===== config.mk =====
export PLATFORM = sky130hd
export DESIGN_NAME = uart_command_frame_controller
export DESIGN_NICKNAME = d
export VERILOG_FILES = /design/src/hw/rtl/ucfc_pkg.sv /design/src/hw/rtl/ucfc_front.sv /design/src/hw/rtl/ucfc_queue.sv /design/src/hw/rtl/ucfc_tconv.sv /design/src/hw/rtl/ucfc_back.sv /design/src/hw/rtl/uart_command_frame_controller.sv
export SDC_FILE = /design/constraint.sdc
export NUM_CORES = 1
export LEC_CHECK = 0
export ABC_AREA = 1
export CORE_ASPECT_RATIO = 0.8
export CORE_MARGIN = 10
export CORE_UTILIZATION = 60
export DETAILED_ROUTE_END_ITERATION = 10
export DONT_BUFFER_PORTS = 1
export PLACE_DENSITY_LB_ADDON = 0.1
export SYNTH_ARGS = -nofsm -noshare
export SYNTH_HDL_FRONTEND = slang
export SYNTH_HIERARCHICAL = 1
export SYNTH_SLANG_ARGS = --single-unit

===== constraint.sdc =====
create_clock -name clk_i -period 5.94 [get_ports clk_i]
set_input_delay 0.594 -clock clk_i [delete_from_list [all_inputs] [get_ports clk_i]]
set_output_delay 0.594 -clock clk_i [all_outputs]
set_load 0.01 [all_outputs]

===== src/hw/rtl/ucfc_pkg.sv =====
// shared types, constants and helpers for the uart command frame controller
// no dependencies; imported by every module of the block
`default_nettype none

package ucfc_pkg;

  // frame geometry
  localparam int FRAME_LEN = 10;
  localparam int DEC_LEN   = 8;
  localparam int FCNT_W    = $clog2(FRAME_LEN);
  localparam int DEC_IDX_W = $clog2(DEC_LEN);

  // queue between front and back
  localparam int QDEPTH = 2;
  localparam int QPTR_W = $clog2(QDEPTH);
  localparam int QCNT_W = $clog2(QDEPTH + 1);

  // status reply layout
  localparam int REPLY_LEN      = 42;
  localparam int RIDX_W         = $clog2(REPLY_LEN);
  localparam int REPLY_LED_POS  = 24;
  localparam int REPLY_LED_STEP = 5;
  localparam int REPLY_TEMP_POS = 35;
  localparam int TEMP_CHARS     = 4;

  // item kinds
  typedef enum logic [1:0] {
    FUNC_RX     = 2'd0,
    FUNC_TEMP   = 2'd1,
    FUNC_BUTTON = 2'd2
  } func_e;

  // ascii codes used by the command decoder and the reply
  localparam logic [7:0] CH_E     = 8'h45;
  localparam logic [7:0] CH_S     = 8'h53;
  localparam logic [7:0] CH_P     = 8'h50;
  localparam logic [7:0] CH_K     = 8'h4B;
  localparam logic [7:0] CH_G     = 8'h47;
  localparam logic [7:0] CH_L     = 8'h4C;
  localparam logic [7:0] CH_D     = 8'h44;
  localparam logic [7:0] CH_J     = 8'h4A;
  localparam logic [7:0] CH_Q     = 8'h51;
  localparam logic [7:0] CH_F     = 8'h46;
  localparam logic [7:0] CH_M     = 8'h4D;
  localparam logic [7:0] CH_C     = 8'h43;
  localparam logic [7:0] CH_X     = 8'h58;
  localparam logic [7:0] CH_ONE   = 8'h31;
  localparam logic [7:0] CH_THREE = 8'h33;
  localparam logic [7:0] CH_ZERO  = 8'h30;
  localparam logic [7:0] CH_DOT   = 8'h2E;

  // temperature conversion constants
  localparam logic [15:0] TEMP_ERR    = 16'hFFFF;
  localparam logic [15:0] TEMP_NEG    = 16'h8000;
  localparam logic [15:0] DIV10_MUL   = 16'hCCCD;
  localparam int          DIV10_SHIFT = 19;

  // fixed reply bytes; led and temperature slots are filled in by the back end
  localparam logic [7:0] REPLY_ROM [REPLY_LEN] = '{
    8'h41, 8'h54, 8'h2B, 8'h43, 8'h49, 8'h50, 8'h53, 8'h45, 8'h4E, 8'h44,
    8'h3D, 8'h30, 8'h2C, 8'h32, 8'h36, 8'h0D, 8'h0A,
    8'h45, 8'h53, 8'h50,
    8'h4C, 8'h45, 8'h44, 8'h31, 8'h00,
    8'h4C, 8'h45, 8'h44, 8'h32, 8'h00,
    8'h4C, 8'h45, 8'h44, 8'h33, 8'h00,
    8'h00, 8'h00, 8'h00, 8'h00,
    8'h50, 8'h53, 8'h45
  };

  // input item
  typedef struct packed {
    logic [1:0]  func;
    logic [7:0]  rx_byte;
    logic [15:0] temp_raw;
    logic [1:0]  button_index;
  } in_t;

  // result item
  typedef struct packed {
    logic       tx_valid;
    logic [7:0] tx_byte;
    logic       last;
    logic [2:0] led_levels;
    logic       relay_level;
    logic       beep_request;
  } out_t;

  // classified operation handed from front to back
  typedef struct packed {
    logic [2:0]  led_clr;
    logic [2:0]  led_set;
    logic [2:0]  led_tgl;
    logic        relay_we;
    logic        relay_val;
    logic        beep;
    logic        reply;
    logic        temp_we;
    logic [15:0] temp_raw;
  } op_t;

  // exact x / 10 for any 16-bit x by reciprocal multiply
  function automatic logic [15:0] div10(input logic [15:0] x);
    logic [31:0] prod;
    prod = {16'd0, x} * {16'd0, DIV10_MUL};
    return 16'(prod >> DIV10_SHIFT);
  endfunction

endpackage

`default_nettype wire


===== src/hw/rtl/ucfc_front.sv =====
// front end: accepts items, assembles the command frame and classifies each item
// depends on ucfc_pkg; pushes one op per accepted item into ucfc_queue
`default_nettype none

module ucfc_front import ucfc_pkg::*; (
  input  wire logic clk_i,
  input  wire logic rst_ni,
  input  wire logic in_valid_i,
  output logic      in_ready_o,
  input  wire in_t  in_data_i,
  input  wire logic q_full_i,
  output logic      push_o,
  output op_t       push_op_o
);

  logic [FCNT_W-1:0] cnt_q, cnt_d;
  logic [7:0]        frame_q [DEC_LEN];
  logic [7:0]        fv [DEC_LEN];
  logic              accept, is_rx, anchor, full_frame;
  logic              esp, sel_on, sel_off, led_cmd, relay_cmd;
  logic [1:0]        led_sel;
  logic [2:0]        led_mask;
  op_t               op;

  assign in_ready_o = !q_full_i;
  assign accept     = in_valid_i && !q_full_i;
  assign is_rx      = in_data_i.func == FUNC_RX;

  // frame as it stands with the incoming byte merged in
  always_comb begin
    for (int i = 0; i < DEC_LEN; i++) begin
      fv[i] = (cnt_q == FCNT_W'(i)) ? in_data_i.rx_byte : frame_q[i];
    end
  end

  assign anchor     = fv[0] == CH_E;
  assign full_frame = anchor && (cnt_q == FCNT_W'(FRAME_LEN - 1));

  // byte count: restarts without the anchor or once the frame is full
  always_comb begin
    cnt_d = cnt_q;
    if (accept && is_rx) begin
      cnt_d = (anchor && !full_frame) ? cnt_q + FCNT_W'(1) : '0;
    end
  end

  always_ff @(posedge clk_i or negedge rst_ni) begin
    if (!rst_ni) begin
      cnt_q <= '0;
    end else begin
      cnt_q <= cnt_d;
    end
  end

  // only the leading bytes take part in decoding
  always_ff @(posedge clk_i) begin
    if (accept && is_rx && ({1'b0, cnt_q} < (FCNT_W + 1)'(DEC_LEN))) begin
      frame_q[cnt_q[DEC_IDX_W-1:0]] <= in_data_i.rx_byte;
    end
  end

  // command field decode
  assign esp       = fv[0] == CH_E && fv[1] == CH_S && fv[2] == CH_P;
  assign sel_on    = fv[3] == CH_K;
  assign sel_off   = fv[3] == CH_G;
  assign led_cmd   = fv[4] == CH_L && fv[5] == CH_E && fv[6] == CH_D &&
                     fv[7] >= CH_ONE && fv[7] <= CH_THREE;
  assign relay_cmd = fv[4] == CH_J && fv[5] == CH_D && fv[6] == CH_Q &&
                     fv[7] == CH_ONE;
  assign led_sel   = 2'(fv[7] - CH_ONE);
  assign led_mask  = 3'b001 << led_sel;

  // classify the item
  always_comb begin
    op = '0;
    unique case (in_data_i.func)
      FUNC_RX: begin
        if (full_frame && esp) begin
          if (led_cmd && sel_on) begin
            op.led_clr = led_mask;
          end
          if (led_cmd && sel_off) begin
            op.led_set = led_mask;
          end
          if (relay_cmd && (sel_on || sel_off)) begin
            op.relay_we  = 1'b1;
            op.relay_val = sel_on;
          end
          op.beep  = fv[3] == CH_F && fv[4] == CH_M && fv[5] == CH_Q &&
                     fv[6] == CH_C && fv[7] == CH_S;
          op.reply = fv[3] == CH_C && fv[4] == CH_X && fv[5] == CH_S &&
                     fv[6] == CH_J;
        end
      end
      FUNC_TEMP: begin
        op.temp_we  = 1'b1;
        op.temp_raw = in_data_i.temp_raw;
      end
      FUNC_BUTTON: begin
        // index three shifts the bit out, so no led changes
        op.led_tgl = 3'b001 << in_data_i.button_index;
      end
      default: begin
        op = '0;
      end
    endcase
  end

  assign push_o    = accept;
  assign push_op_o = op;

endmodule

`default_nettype wire


===== src/hw/rtl/ucfc_queue.sv =====
// short fifo of classified ops between the front and back ends
// depends on ucfc_pkg for the op type and depth
`default_nettype none

module ucfc_queue import ucfc_pkg::*; (
  input  wire logic clk_i,
  input  wire logic rst_ni,
  input  wire logic push_i,
  input  wire op_t  push_op_i,
  output logic      full_o,
  input  wire logic pop_i,
  output logic      valid_o,
  output op_t       op_o
);

  op_t               mem_q [QDEPTH];
  logic [QPTR_W-1:0] wptr_q, rptr_q;
  logic [QCNT_W-1:0] cnt_q;

  assign full_o  = cnt_q == QCNT_W'(QDEPTH);
  assign valid_o = cnt_q != '0;
  assign op_o    = mem_q[rptr_q];

  // pointer and fill tracking
  always_ff @(posedge clk_i or negedge rst_ni) begin
    if (!rst_ni) begin
      wptr_q <= '0;
      rptr_q <= '0;
      cnt_q  <= '0;
    end else begin
      if (push_i) begin
        wptr_q <= (wptr_q == QPTR_W'(QDEPTH - 1)) ? '0 : wptr_q + QPTR_W'(1);
      end
      if (pop_i) begin
        rptr_q <= (rptr_q == QPTR_W'(QDEPTH - 1)) ? '0 : rptr_q + QPTR_W'(1);
      end
      if (push_i && !pop_i) begin
        cnt_q <= cnt_q + QCNT_W'(1);
      end else if (pop_i && !push_i) begin
        cnt_q <= cnt_q - QCNT_W'(1);
      end
    end
  end

  // entry storage
  always_ff @(posedge clk_i) begin
    if (push_i) begin
      mem_q[wptr_q] <= push_op_i;
    end
  end

endmodule

`default_nettype wire


===== src/hw/rtl/ucfc_tconv.sv =====
// temperature pipeline: raw reading to tenths, then to three ascii digits
// depends on ucfc_pkg; holds the stored temperature characters
`default_nettype none

module ucfc_tconv import ucfc_pkg::*; (
  input  wire logic        clk_i,
  input  wire logic        rst_ni,
  input  wire logic        start_i,
  input  wire logic [15:0] raw_i,
  output logic [7:0]       temp_o [TEMP_CHARS]
);

  logic        vld1_q, vld2_q, vld3_q, vld4_q;
  logic [15:0] v1_q, v2_q;
  logic [12:0] q1_q, q1b_q;
  logic [9:0]  q2_q, q2b_q;
  logic [6:0]  q3_q;
  logic [3:0]  d0_q, d0b_q, d1_q, d2;
  logic [15:0] tenths, mag, mag5, raw5;
  logic [7:0]  chars_q [TEMP_CHARS];

  // raw reading to tenths of a degree, sign kept in the top bit
  always_comb begin
    mag  = 16'(~raw_i + 16'd1);
    mag5 = 16'({mag, 2'b00}) + mag;
    raw5 = 16'({raw_i, 2'b00}) + raw_i;
    if (raw_i == TEMP_ERR) begin
      tenths = TEMP_ERR;
    end else if (raw_i > TEMP_NEG) begin
      tenths = TEMP_NEG + (mag5 >> 3);
    end else begin
      tenths = raw5 >> 3;
    end
  end

  // stage valids
  always_ff @(posedge clk_i or negedge rst_ni) begin
    if (!rst_ni) begin
      vld1_q <= 1'b0;
      vld2_q <= 1'b0;
      vld3_q <= 1'b0;
      vld4_q <= 1'b0;
    end else begin
      vld1_q <= start_i;
      vld2_q <= vld1_q;
      vld3_q <= vld2_q;
      vld4_q <= vld3_q;
    end
  end

  // digit extraction, one divide by ten per stage
  always_ff @(posedge clk_i) begin
    v1_q  <= tenths;
    v2_q  <= v1_q;
    q1_q  <= 13'(div10(v1_q));
    d0_q  <= 4'(v2_q - 16'(q1_q) * 16'd10);
    q1b_q <= q1_q;
    q2_q  <= 10'(div10(16'(q1_q)));
    d0b_q <= d0_q;
    d1_q  <= 4'(q1b_q - 13'(q2_q) * 13'd10);
    q2b_q <= q2_q;
    q3_q  <= 7'(div10(16'(q2_q)));
  end

  assign d2 = 4'(q2b_q - 10'(q3_q) * 10'd10);

  // stored characters "dd.d"
  always_ff @(posedge clk_i or negedge rst_ni) begin
    if (!rst_ni) begin
      for (int i = 0; i < TEMP_CHARS; i++) begin
        chars_q[i] <= '0;
      end
    end else if (vld4_q) begin
      chars_q[0] <= CH_ZERO + {4'd0, d2};
      chars_q[1] <= CH_ZERO + {4'd0, d1_q};
      chars_q[2] <= CH_DOT;
      chars_q[3] <= CH_ZERO + {4'd0, d0b_q};
    end
  end

  assign temp_o = chars_q;

endmodule

`default_nettype wire


===== src/hw/rtl/ucfc_back.sv =====
// back end: applies ops to led/relay state, sequences the status reply
// depends on ucfc_pkg and ucfc_tconv; drives the registered output channel
`default_nettype none

module ucfc_back import ucfc_pkg::*; (
  input  wire logic clk_i,
  input  wire logic rst_ni,
  input  wire logic q_valid_i,
  input  wire op_t  q_op_i,
  output logic      pop_o,
  output logic      out_valid_o,
  input  wire logic out_ready_i,
  output out_t      out_data_o
);

  logic              out_valid_q, out_valid_d;
  out_t              out_q, out_d;
  logic [2:0]        led_q, led_d, led_n;
  logic              relay_q, relay_d, relay_n;
  logic              busy_q, busy_d;
  logic [RIDX_W-1:0] idx_q, idx_d;
  logic              slot_free, pop, last_byte;
  logic [7:0]        rbyte;
  logic [7:0]        temp_chars [TEMP_CHARS];

  // temperature converter; chars land long before a reply reaches their slot
  ucfc_tconv u_tconv (
    .clk_i   (clk_i),
    .rst_ni  (rst_ni),
    .start_i (pop && q_op_i.temp_we),
    .raw_i   (q_op_i.temp_raw),
    .temp_o  (temp_chars)
  );

  assign slot_free = !out_valid_q || out_ready_i;
  assign pop       = !busy_q && q_valid_i && slot_free;
  assign last_byte = idx_q == RIDX_W'(REPLY_LEN - 1);
  assign led_n     = ((led_q & ~q_op_i.led_clr) | q_op_i.led_set) ^ q_op_i.led_tgl;
  assign relay_n   = q_op_i.relay_we ? q_op_i.relay_val : relay_q;

  // reply byte at the current index
  always_comb begin
    rbyte = REPLY_ROM[idx_q];
    case (idx_q)
      RIDX_W'(REPLY_LED_POS):                      rbyte = led_q[0] ? CH_G : CH_K;
      RIDX_W'(REPLY_LED_POS + REPLY_LED_STEP):     rbyte = led_q[1] ? CH_G : CH_K;
      RIDX_W'(REPLY_LED_POS + 2 * REPLY_LED_STEP): rbyte = led_q[2] ? CH_G : CH_K;
      RIDX_W'(REPLY_TEMP_POS):                     rbyte = temp_chars[0];
      RIDX_W'(REPLY_TEMP_POS + 1):                 rbyte = temp_chars[1];
      RIDX_W'(REPLY_TEMP_POS + 2):                 rbyte = temp_chars[2];
      RIDX_W'(REPLY_TEMP_POS + 3):                 rbyte = temp_chars[3];
      default:                                     rbyte = REPLY_ROM[idx_q];
    endcase
  end

  // op execution and output register load
  always_comb begin
    out_valid_d = out_valid_q;
    out_d       = out_q;
    led_d       = led_q;
    relay_d     = relay_q;
    busy_d      = busy_q;
    idx_d       = idx_q;
    if (busy_q && slot_free) begin
      out_valid_d        = 1'b1;
      out_d.tx_valid     = 1'b1;
      out_d.tx_byte      = rbyte;
      out_d.last         = last_byte;
      out_d.led_levels   = led_q;
      out_d.relay_level  = relay_q;
      out_d.beep_request = 1'b0;
      idx_d              = idx_q + RIDX_W'(1);
      if (last_byte) begin
        busy_d = 1'b0;
      end
    end else if (pop) begin
      out_valid_d = 1'b1;
      led_d       = led_n;
      relay_d     = relay_n;
      if (q_op_i.reply) begin
        out_d.tx_valid     = 1'b1;
        out_d.tx_byte      = REPLY_ROM[0];
        out_d.last         = 1'b0;
        out_d.led_levels   = led_q;
        out_d.relay_level  = relay_q;
        out_d.beep_request = 1'b0;
        busy_d             = 1'b1;
        idx_d              = RIDX_W'(1);
      end else begin
        out_d.tx_valid     = 1'b0;
        out_d.tx_byte      = '0;
        out_d.last         = 1'b1;
        out_d.led_levels   = led_n;
        out_d.relay_level  = relay_n;
        out_d.beep_request = q_op_i.beep;
      end
    end else if (out_ready_i) begin
      out_valid_d = 1'b0;
    end
  end

  always_ff @(posedge clk_i or negedge rst_ni) begin
    if (!rst_ni) begin
      out_valid_q <= 1'b0;
      led_q       <= 3'b111;
      relay_q     <= 1'b0;
      busy_q      <= 1'b0;
      idx_q       <= '0;
    end else begin
      out_valid_q <= out_valid_d;
      led_q       <= led_d;
      relay_q     <= relay_d;
      busy_q      <= busy_d;
      idx_q       <= idx_d;
    end
  end

  // output payload
  always_ff @(posedge clk_i) begin
    out_q <= out_d;
  end

  assign pop_o       = pop;
  assign out_valid_o = out_valid_q;
  assign out_data_o  = out_q;

`ifndef SYNTHESIS
  a_busy_has_out: assert property (@(posedge clk_i) disable iff (!rst_ni)
    busy_q |-> out_valid_q)
    else $error("reply in progress without a held output item");

  a_reply_no_beep: assert property (@(posedge clk_i) disable iff (!rst_ni)
    out_valid_q && out_q.tx_valid |-> !out_q.beep_request)
    else $error("reply byte flagged as beeper request");

  a_reply_end: assert property (@(posedge clk_i) disable iff (!rst_ni)
    out_valid_q && out_q.tx_valid && out_q.last |-> !busy_q)
    else $error("reply sequencer still busy after final byte");

  a_led_frozen: assert property (@(posedge clk_i) disable iff (!rst_ni)
    busy_q |=> $stable(led_q))
    else $error("led state changed during a reply");
`endif

endmodule

`default_nettype wire


===== src/hw/rtl/uart_command_frame_controller.sv =====
// an accepted item is stored in the op queue, its result in the output register
// throughput: one item per cycle unless the queue is full or the output stalls;
//   a status reply holds the output for 42 bytes; the two-entry op queue then
//   fills and stalls the input; temperature digits settle once a temperature
//   item has passed the queue, the back end and the converter pipeline
// reset: asynchronous active low; leds dark, relay off, frame count and
//   temperature characters zero; no clearing pass, ready right after reset
`default_nettype none

module uart_command_frame_controller import ucfc_pkg::*; (
  input  wire logic clk_i,
  input  wire logic rst_ni,
  input  wire logic in_valid_i,
  output logic      in_ready_o,
  input  wire in_t  in_data_i,
  output logic      out_valid_o,
  input  wire logic out_ready_i,
  output out_t      out_data_o
);

  logic push, q_full, q_valid, pop;
  op_t  push_op, q_op;

  // frame assembly and classification
  ucfc_front u_front (
    .clk_i      (clk_i),
    .rst_ni     (rst_ni),
    .in_valid_i (in_valid_i),
    .in_ready_o (in_ready_o),
    .in_data_i  (in_data_i),
    .q_full_i   (q_full),
    .push_o     (push),
    .push_op_o  (push_op)
  );

  // decoupling queue
  ucfc_queue u_queue (
    .clk_i     (clk_i),
    .rst_ni    (rst_ni),
    .push_i    (push),
    .push_op_i (push_op),
    .full_o    (q_full),
    .pop_i     (pop),
    .valid_o   (q_valid),
    .op_o      (q_op)
  );

  // execution and reply output
  ucfc_back u_back (
    .clk_i       (clk_i),
    .rst_ni      (rst_ni),
    .q_valid_i   (q_valid),
    .q_op_i      (q_op),
    .pop_o       (pop),
    .out_valid_o (out_valid_o),
    .out_ready_i (out_ready_i),
    .out_data_o  (out_data_o)
  );

endmodule

`default_nettype wire


* Word level (Yosys, flattened, before mapping)
Memories as Yosys holds them, arrays and structs flattened.
Cells that the tools add are included.
** Storage, ports and cells
- Bits in registers :: 134
- RAM bits :: 124
- ROM bits :: 512
- Bits of input ports :: 32
- Output and inout bits :: 17
- Word-level logic and storage cells :: 211
- Memories :: 3
** Memory list
- (name not given) :: depth 64, width 8, rd ports 1, clocked after Yosys merged registers in 0, wr ports 0, line ucfc_back.sv:43 : rbyte = REPLY_ROM[idx_q];
- u_front.frame_q :: depth 8, width 8, rd ports 8, clocked after Yosys merged registers in 0, wr ports 1, line ucfc_front.sv:17 : logic [7:0] frame_q [DEC_LEN];
- u_queue.mem_q :: depth 2, width 30, rd ports 1, clocked after Yosys merged registers in 0, wr ports 1, line ucfc_queue.sv:16 : op_t mem_q [QDEPTH];
** Operators by class
- $add $sub $neg :: 17
- Multiply operators :: 6
- Order comparisons :: 5
- Equality and inequality tests :: 42
- Shift operators :: 2
- Multiplexer cells :: 47
- Bitwise operators :: 7
- Reduce and logical (&&, ||, !) cells :: 49
** Operators with widths (number)
- 8-bit by 7-bit equality test with 1-bit output, second input constant :: 20
- 8-bit two-way mux :: 10
- 8-bit case mux with 7 select lines :: 1
- 6-bit equality test, second input constant :: 6
- 16-bit adder :: 2
- 16-bit by 16-bit multiplier with 32-bit output, second input constant :: 1
- 1-bit logical AND :: 31
- 6-bit two-way mux :: 5
- 13-bit by 16-bit multiplier with 29-bit output, second input constant :: 1
- 14-bit two-way mux :: 2
- 10-bit by 16-bit multiplier with 26-bit output, second input constant :: 1
- 4-bit two-way mux :: 6
- 6-bit by 4-bit adder with 7-bit output, first input constant :: 3
- 17-bit two-way mux :: 1
- 16-bit by 1-bit adder with 16-bit output, second input constant :: 1
- 16-bit by 13-bit adder with 16-bit output, first input constant :: 1
- 16-bit equality test, second input constant :: 1
- 4-bit by 3-bit equality test with 1-bit output, second input constant :: 4
- 16-bit greater-than comparator, second input constant :: 1
- 16-bit two-way mux :: 1
- 16-bit inverter :: 1
- 15-bit two-way mux :: 1
- 1-bit two-way mux :: 14
- 13-bit by 3-bit multiplier with 3-bit output, second input constant :: 1
- 37 further kinds :: 59

* Depth between registers and ports, before layout
- Depth after elaboration :: 11
- Mapped depth :: 22
- Mapped depth without buffers :: 22

* Modules after synthesis
Netlist, hierarchy kept.
** Modules (own cells, without submodules)
- ucfc_tconv :: times used 1, cells an instance 1945, area each 14859.3 um2, sequential area each 1726.7 um2
- ucfc_front :: times used 1, cells an instance 435, area each 3674.8 um2, sequential area each 2021.9 um2
- ucfc_queue :: times used 1, cells an instance 118, area each 2379.8 um2, sequential area each 1901.8 um2
- ucfc_back :: times used 1, cells an instance 302, area each 2092.0 um2, sequential area each 734.5 um2

* Least setup slack after synthesis
No wires, ideal clock.
- Kind :: reg-to-reg
- Start point :: register u_back.u_tconv.v1_q[5]
- End point :: register u_back.u_tconv.q1_q[9]
- Library setup time :: 0.112 ns
- Data arrival time :: 4.466 ns
- Required time :: 5.828 ns
- Path slack :: 1.361 ns
- Stages on the path, launching flop included :: 20
- Path buffers :: 0
- Clock period less this slack :: 4.579 ns
- Cell sequence :: dfxtp_1 -> ha_1 -> xor2_1 -> ha_1 -> fa_1 -> inv_1 -> fa_1 -> inv_1 -> fa_1 -> inv_1 -> fa_1 -> inv_1 -> ha_1 -> nand2_1 -> nor2_1 -> inv_1 -> nor4_1 -> nand2_1 -> nand3_1 -> nand2_1
** On the way
- Word-level cells in the longest chain between the ends :: 1
** Ends and longest elaborated chain
- from (decl) :: line ucfc_tconv.sv:14 : logic [15:0] v1_q, v2_q;
- from (signal assigned) :: line ucfc_tconv.sv:53 : v1_q <= tenths;
- 16-bit by 16-bit multiplier with 32-bit output :: line ucfc_pkg.sv:104 : prod = {16'd0, x} * {16'd0, DIV10_MUL};
- to (signal assigned) :: line ucfc_tconv.sv:55 : q1_q <= 13'(div10(v1_q));
- to (decl) :: line ucfc_tconv.sv:15 : logic [12:0] q1_q, q1b_q;
Every way passes these cells.
A chain may end at the register's enable or synchronous reset.

* Worst setup path after layout
- Start point :: register u_back.u_tconv.v1_q[5]
- End point :: register u_back.u_tconv.q1_q[5]
Same word-level chain as after synthesis.

==> impl_metrics.py <==
metrics = {
    "sta": {
        "rsz0062_at_grt": "false",
        "hold_viol": 0,
        "period_needed_ns": 5.066,
        "setup_viol": 0,
        "slew_headroom_pct": 20.71,
        "layout_worst_path_cycle_share_pct": 85.29,
        "drv_slew": 0,
        "setup_tns_ns": 0,
        "clock.fmax_mhz": 197.4,
        "tightest_slew_ns": 1.180,
        "final.setup_skew_ns": 0.01813,
    },
    "critical_path": {
        "cpLargestDelayFamily": "adder cells",
        "critical_path.cell_chain": "ha_1, xor2_1, ha_1, fa_1, inv_1, fa_1, inv_1, fa_1, inv_1, fa_1, inv_1, ha_1, a21oi_1, inv_1, nor2_1, o21ai_0, a21oi_1, nand2_1, nand2_1, nand2_1",
        "crit_end": "u_back/u_tconv/q1_q[5]",
        "cpPeakStageDelay_ns": 0.54,
        "start_kind": "register",
        "cp_data_arrival_time_ns": 5.51,
        "path_buf_inv": 5,
        "cpMostUsedCell": "inv_1",
        "ff2ff_path_depth": 20,
        "r2r-end": "u_back/u_tconv/q1_q[5]",
        "crit_path_end_kind": "register",
        "r2r_start": "u_back/u_tconv/v1_q[5]",
        "worst-r2r-setup-slack_ns": 0.87,
        "crit_path_top_delay_cell": "fa_1",
        "startpoint": "u_back/u_tconv/v1_q[5]",
        "path_class": "reg -> reg",
        "cp_max_fo": 6,
        "worstPathRequired_ns": 6.38,
        "path_depth": 20,
    },
    "synth": {
        "ys_warn_count": 6,
        "synth_area_leaders": "edfxtp_1, ha_1, fa_1, inv_1, nand2_1",
        "ys_seq_area_share_pct": 27.75,
        "synth_top_area_share_pct": 17.88,
        "syn_avg_cell_area_um2": 8.216,
        "syn_area_mm2": 0.02301,
        "postSynthCellCount": 2800,
        "yosysTopAreaCell": "edfxtp_1",
        "synth.ff_latch_count": 241,
        "synth.distinct_cells": 55,
    },
    "cts": {
        "clkTransAtPathRegs_ns": 0.06,
        "clockBufferDepth": 3,
        "h-tree-depth": 1,
        "post_cts_buffers": 0,
        "cts_resized": 0,
        "cts_buffers": 27,
        "hold_buffers": 2,
        "clock-root-buffer": "clkbuf_16",
        "cts_tree": "done",
        "cts_sinks": 241,
        "clock_latency_ns": 0.56,
    },
    "placed_design": {
        "hpwl_um": 46690,
        "place.gp.congestion": 0.9827,
        "port_buffers": 0,
    },
    "cells_and_area": {
        "layout-drive-gt1-share_pct": 5.487,
        "antenna_cells": 0,
        "syn_to_final_growth_pct": 5.776,
        "fin_nets": 3300,
    },
    "drt": {
        "ant_nets": 0,
        "drt_iter0_markers": 1413,
        "route.detailed.drc": 0,
        "wl_um": 56610,
        "via_per_inst": 5.403,
        "via_count": 17940,
        "first_pass_iters": 6,
        "wl_per_cell_um": 17.05,
    },
    "floorplanning": {
        "die_area_mm2": 0.04662,
        "die_height_um": 195.1,
        "rows": 64,
        "initial_core_util_pct": 60.48,
        "core_area_mm2": 0.03804,
        "io_pins": 49,
        "dieWidth_um": 238.9,
    },
    "outcome": {
        "status": "finished clean",
    },
    "run": {
        "drv_cap": 0,
    },
    "global_routing": {
        "grt_overflow_total": 0,
        "grt_pass1_vias": 17870,
        "grt_max_degree": 38,
        "track_usage_pct": 24.90,
        "grt_pass1_wl_um": 93630,
        "antenna_found_initial": 0,
    },
    "min_path": {
        "hold_path_depth": 0,
        "hold_class": "in -> reg",
    },
}
==> sequential cells by signal, indices dropped and copies added, names as in the netlist, 6 cells and up <==
| name | flops |
|---|---|
| u_front/frame_q | 64 |
| u_queue/mem_q | 60 |
| u_back/out_data_o | 15 |
| u_back/u_tconv/v1_q | 15 |
| u_back/u_tconv/q1_q | 13 |
| u_back/u_tconv/temp_o | 13 |
| u_back/u_tconv/q2_q | 10 |
| u_back/idx_q | 6 |
==> Yosys cell counts (all sizes together) <==
library cell  instances
edfxtp              137
ha                  303
a21oi                87
o21bai               17
a31oi                 6
inv                 625
a22oi                 4
o211ai                6
nand3b               15
dfxtp                67
nor2                251
nand3               156
nand2b                1
nor4                  3
a21boi                3
clkbuf                4
a21o                 12
o22ai                 8
o31ai                 2
fa                  160
and2                  5
nor3                 33
buf                  37
or2                   8
xnor2                18
mux2                 30
nor3b                 2
xor2                 28
o211a                 1
dfstp                 3
o21ai                90
nand2               593
nand4                47
conb                  1
o21a                  3
dfrtp                34
==> cell families (layout without fill, tap and decap cells) <==
| kind of cell | count (synthesis) | after routing | share of synthesized area, % |
|---|---|---|---|
| AO/OA/AOI/OAI | 239 | 239 | 5.950 |
| AND/OR/NAND/NOR | 1114 | 1114 | 21.05 |
| other | 1 | 10 | 0.01630 |
| flip-flops | 241 | 241 | 27.75 |
| adder cells (fa/ha/maj) | 463 | 463 | 30.40 |
| XOR/XNOR | 46 | 46 | 1.751 |
| buffers and inverters | 666 | 682 | 11.61 |
| multiplexers | 30 | 30 | 1.468 |
==> cell type report <==
type,count,area (um^2)
Fill cell,3290,13700
Clock inverter,12,170.2
Sequential cell,241,6385
Timing Repair Buffer,8,75.07
Inverter,625,2354
Tap cell,495,619.3
Multi-Input combinational cell,1902,13990
Clock buffer,37,744.5
==> worst min path at each step <==
stage,start,slack (ns),to
floorplan,rst_ni,0.30,u_back/busy_q
global placement,rst_ni,0.30,u_front/cnt_q[1]
detailed placement,rst_ni,0.30,u_front/cnt_q[1]
CTS,in_data_i[19],0.12,u_front/frame_q[4][1]
global route,in_data_i[23],0.12,u_front/frame_q[6][5]
finish,in_data_i[22],0.14,u_front/frame_q[0][4]
==> layer usage <==
layer  track usage, %  up-vias  wire length [um]
met5                0        -                 0
met4            3.744        0               720
met3            4.602       50              3997
met2            37.12      473             23710
met1            37.52     8558             28180
li1                 -     8858                 -
==> layout by cell type, fill, tap and decap left out, types with 4 or more instances in the layout <==
cell | synthesis | routed
nand3_2 | 7 | 7
mux2_2 | 30 | 30
dfxtp_1 | 67 | 67
edfxtp_1 | 137 | 137
o211ai_1 | 4 | 4
clkbuf_16 | 0 | 27
nand3b_1 | 15 | 15
nor2_2 | 14 | 15
and2_1 | 4 | 4
nor3_1 | 32 | 32
o21ai_2 | 5 | 5
o21ai_1 | 11 | 11
nor2_4 | 7 | 7
xnor2_1 | 18 | 18
nand2_2 | 8 | 8
clkbuf_1 | 4 | 6
inv_1 | 612 | 612
inv_2 | 10 | 10
xor2_1 | 28 | 28
inv_4 | 3 | 4
fa_1 | 160 | 160
nor2_1 | 230 | 229
nand2_1 | 584 | 584
dfrtp_1 | 34 | 34
o21ai_0 | 74 | 74
a22oi_1 | 4 | 4
buf_4 | 23 | 6
bufinv_16 | 0 | 4
a31oi_1 | 6 | 6
o21bai_1 | 16 | 16
nand4_1 | 46 | 46
clkinv_2 | 0 | 4
a21o_1 | 12 | 12
conb_1 | 1 | 10
o22ai_1 | 8 | 8
or2_2 | 8 | 8
ha_1 | 303 | 303
nand3_1 | 147 | 147
a21oi_1 | 87 | 87
==> metrics by stage <==
step                      cell area, um^2  hold slack [ns]  std cells  utilization, %  setup WS [ns]
after global placement              23390           0.2997       3269           61.49         0.9612
after global routing                24330           0.1231       3320           63.98         0.5478
after CTS                           24330           0.1183       3320           63.98         0.9192
after detailed placement            23390           0.2995       3269           61.49         0.9351
after floorplan                     23040           0.2984       2809               -          1.361
final                               24330           0.1359       3320           63.98         0.8736
Power is left out: the tool's default activity adds up to more than one toggle a clock period on the data nets, which glitch-free logic cannot reach.
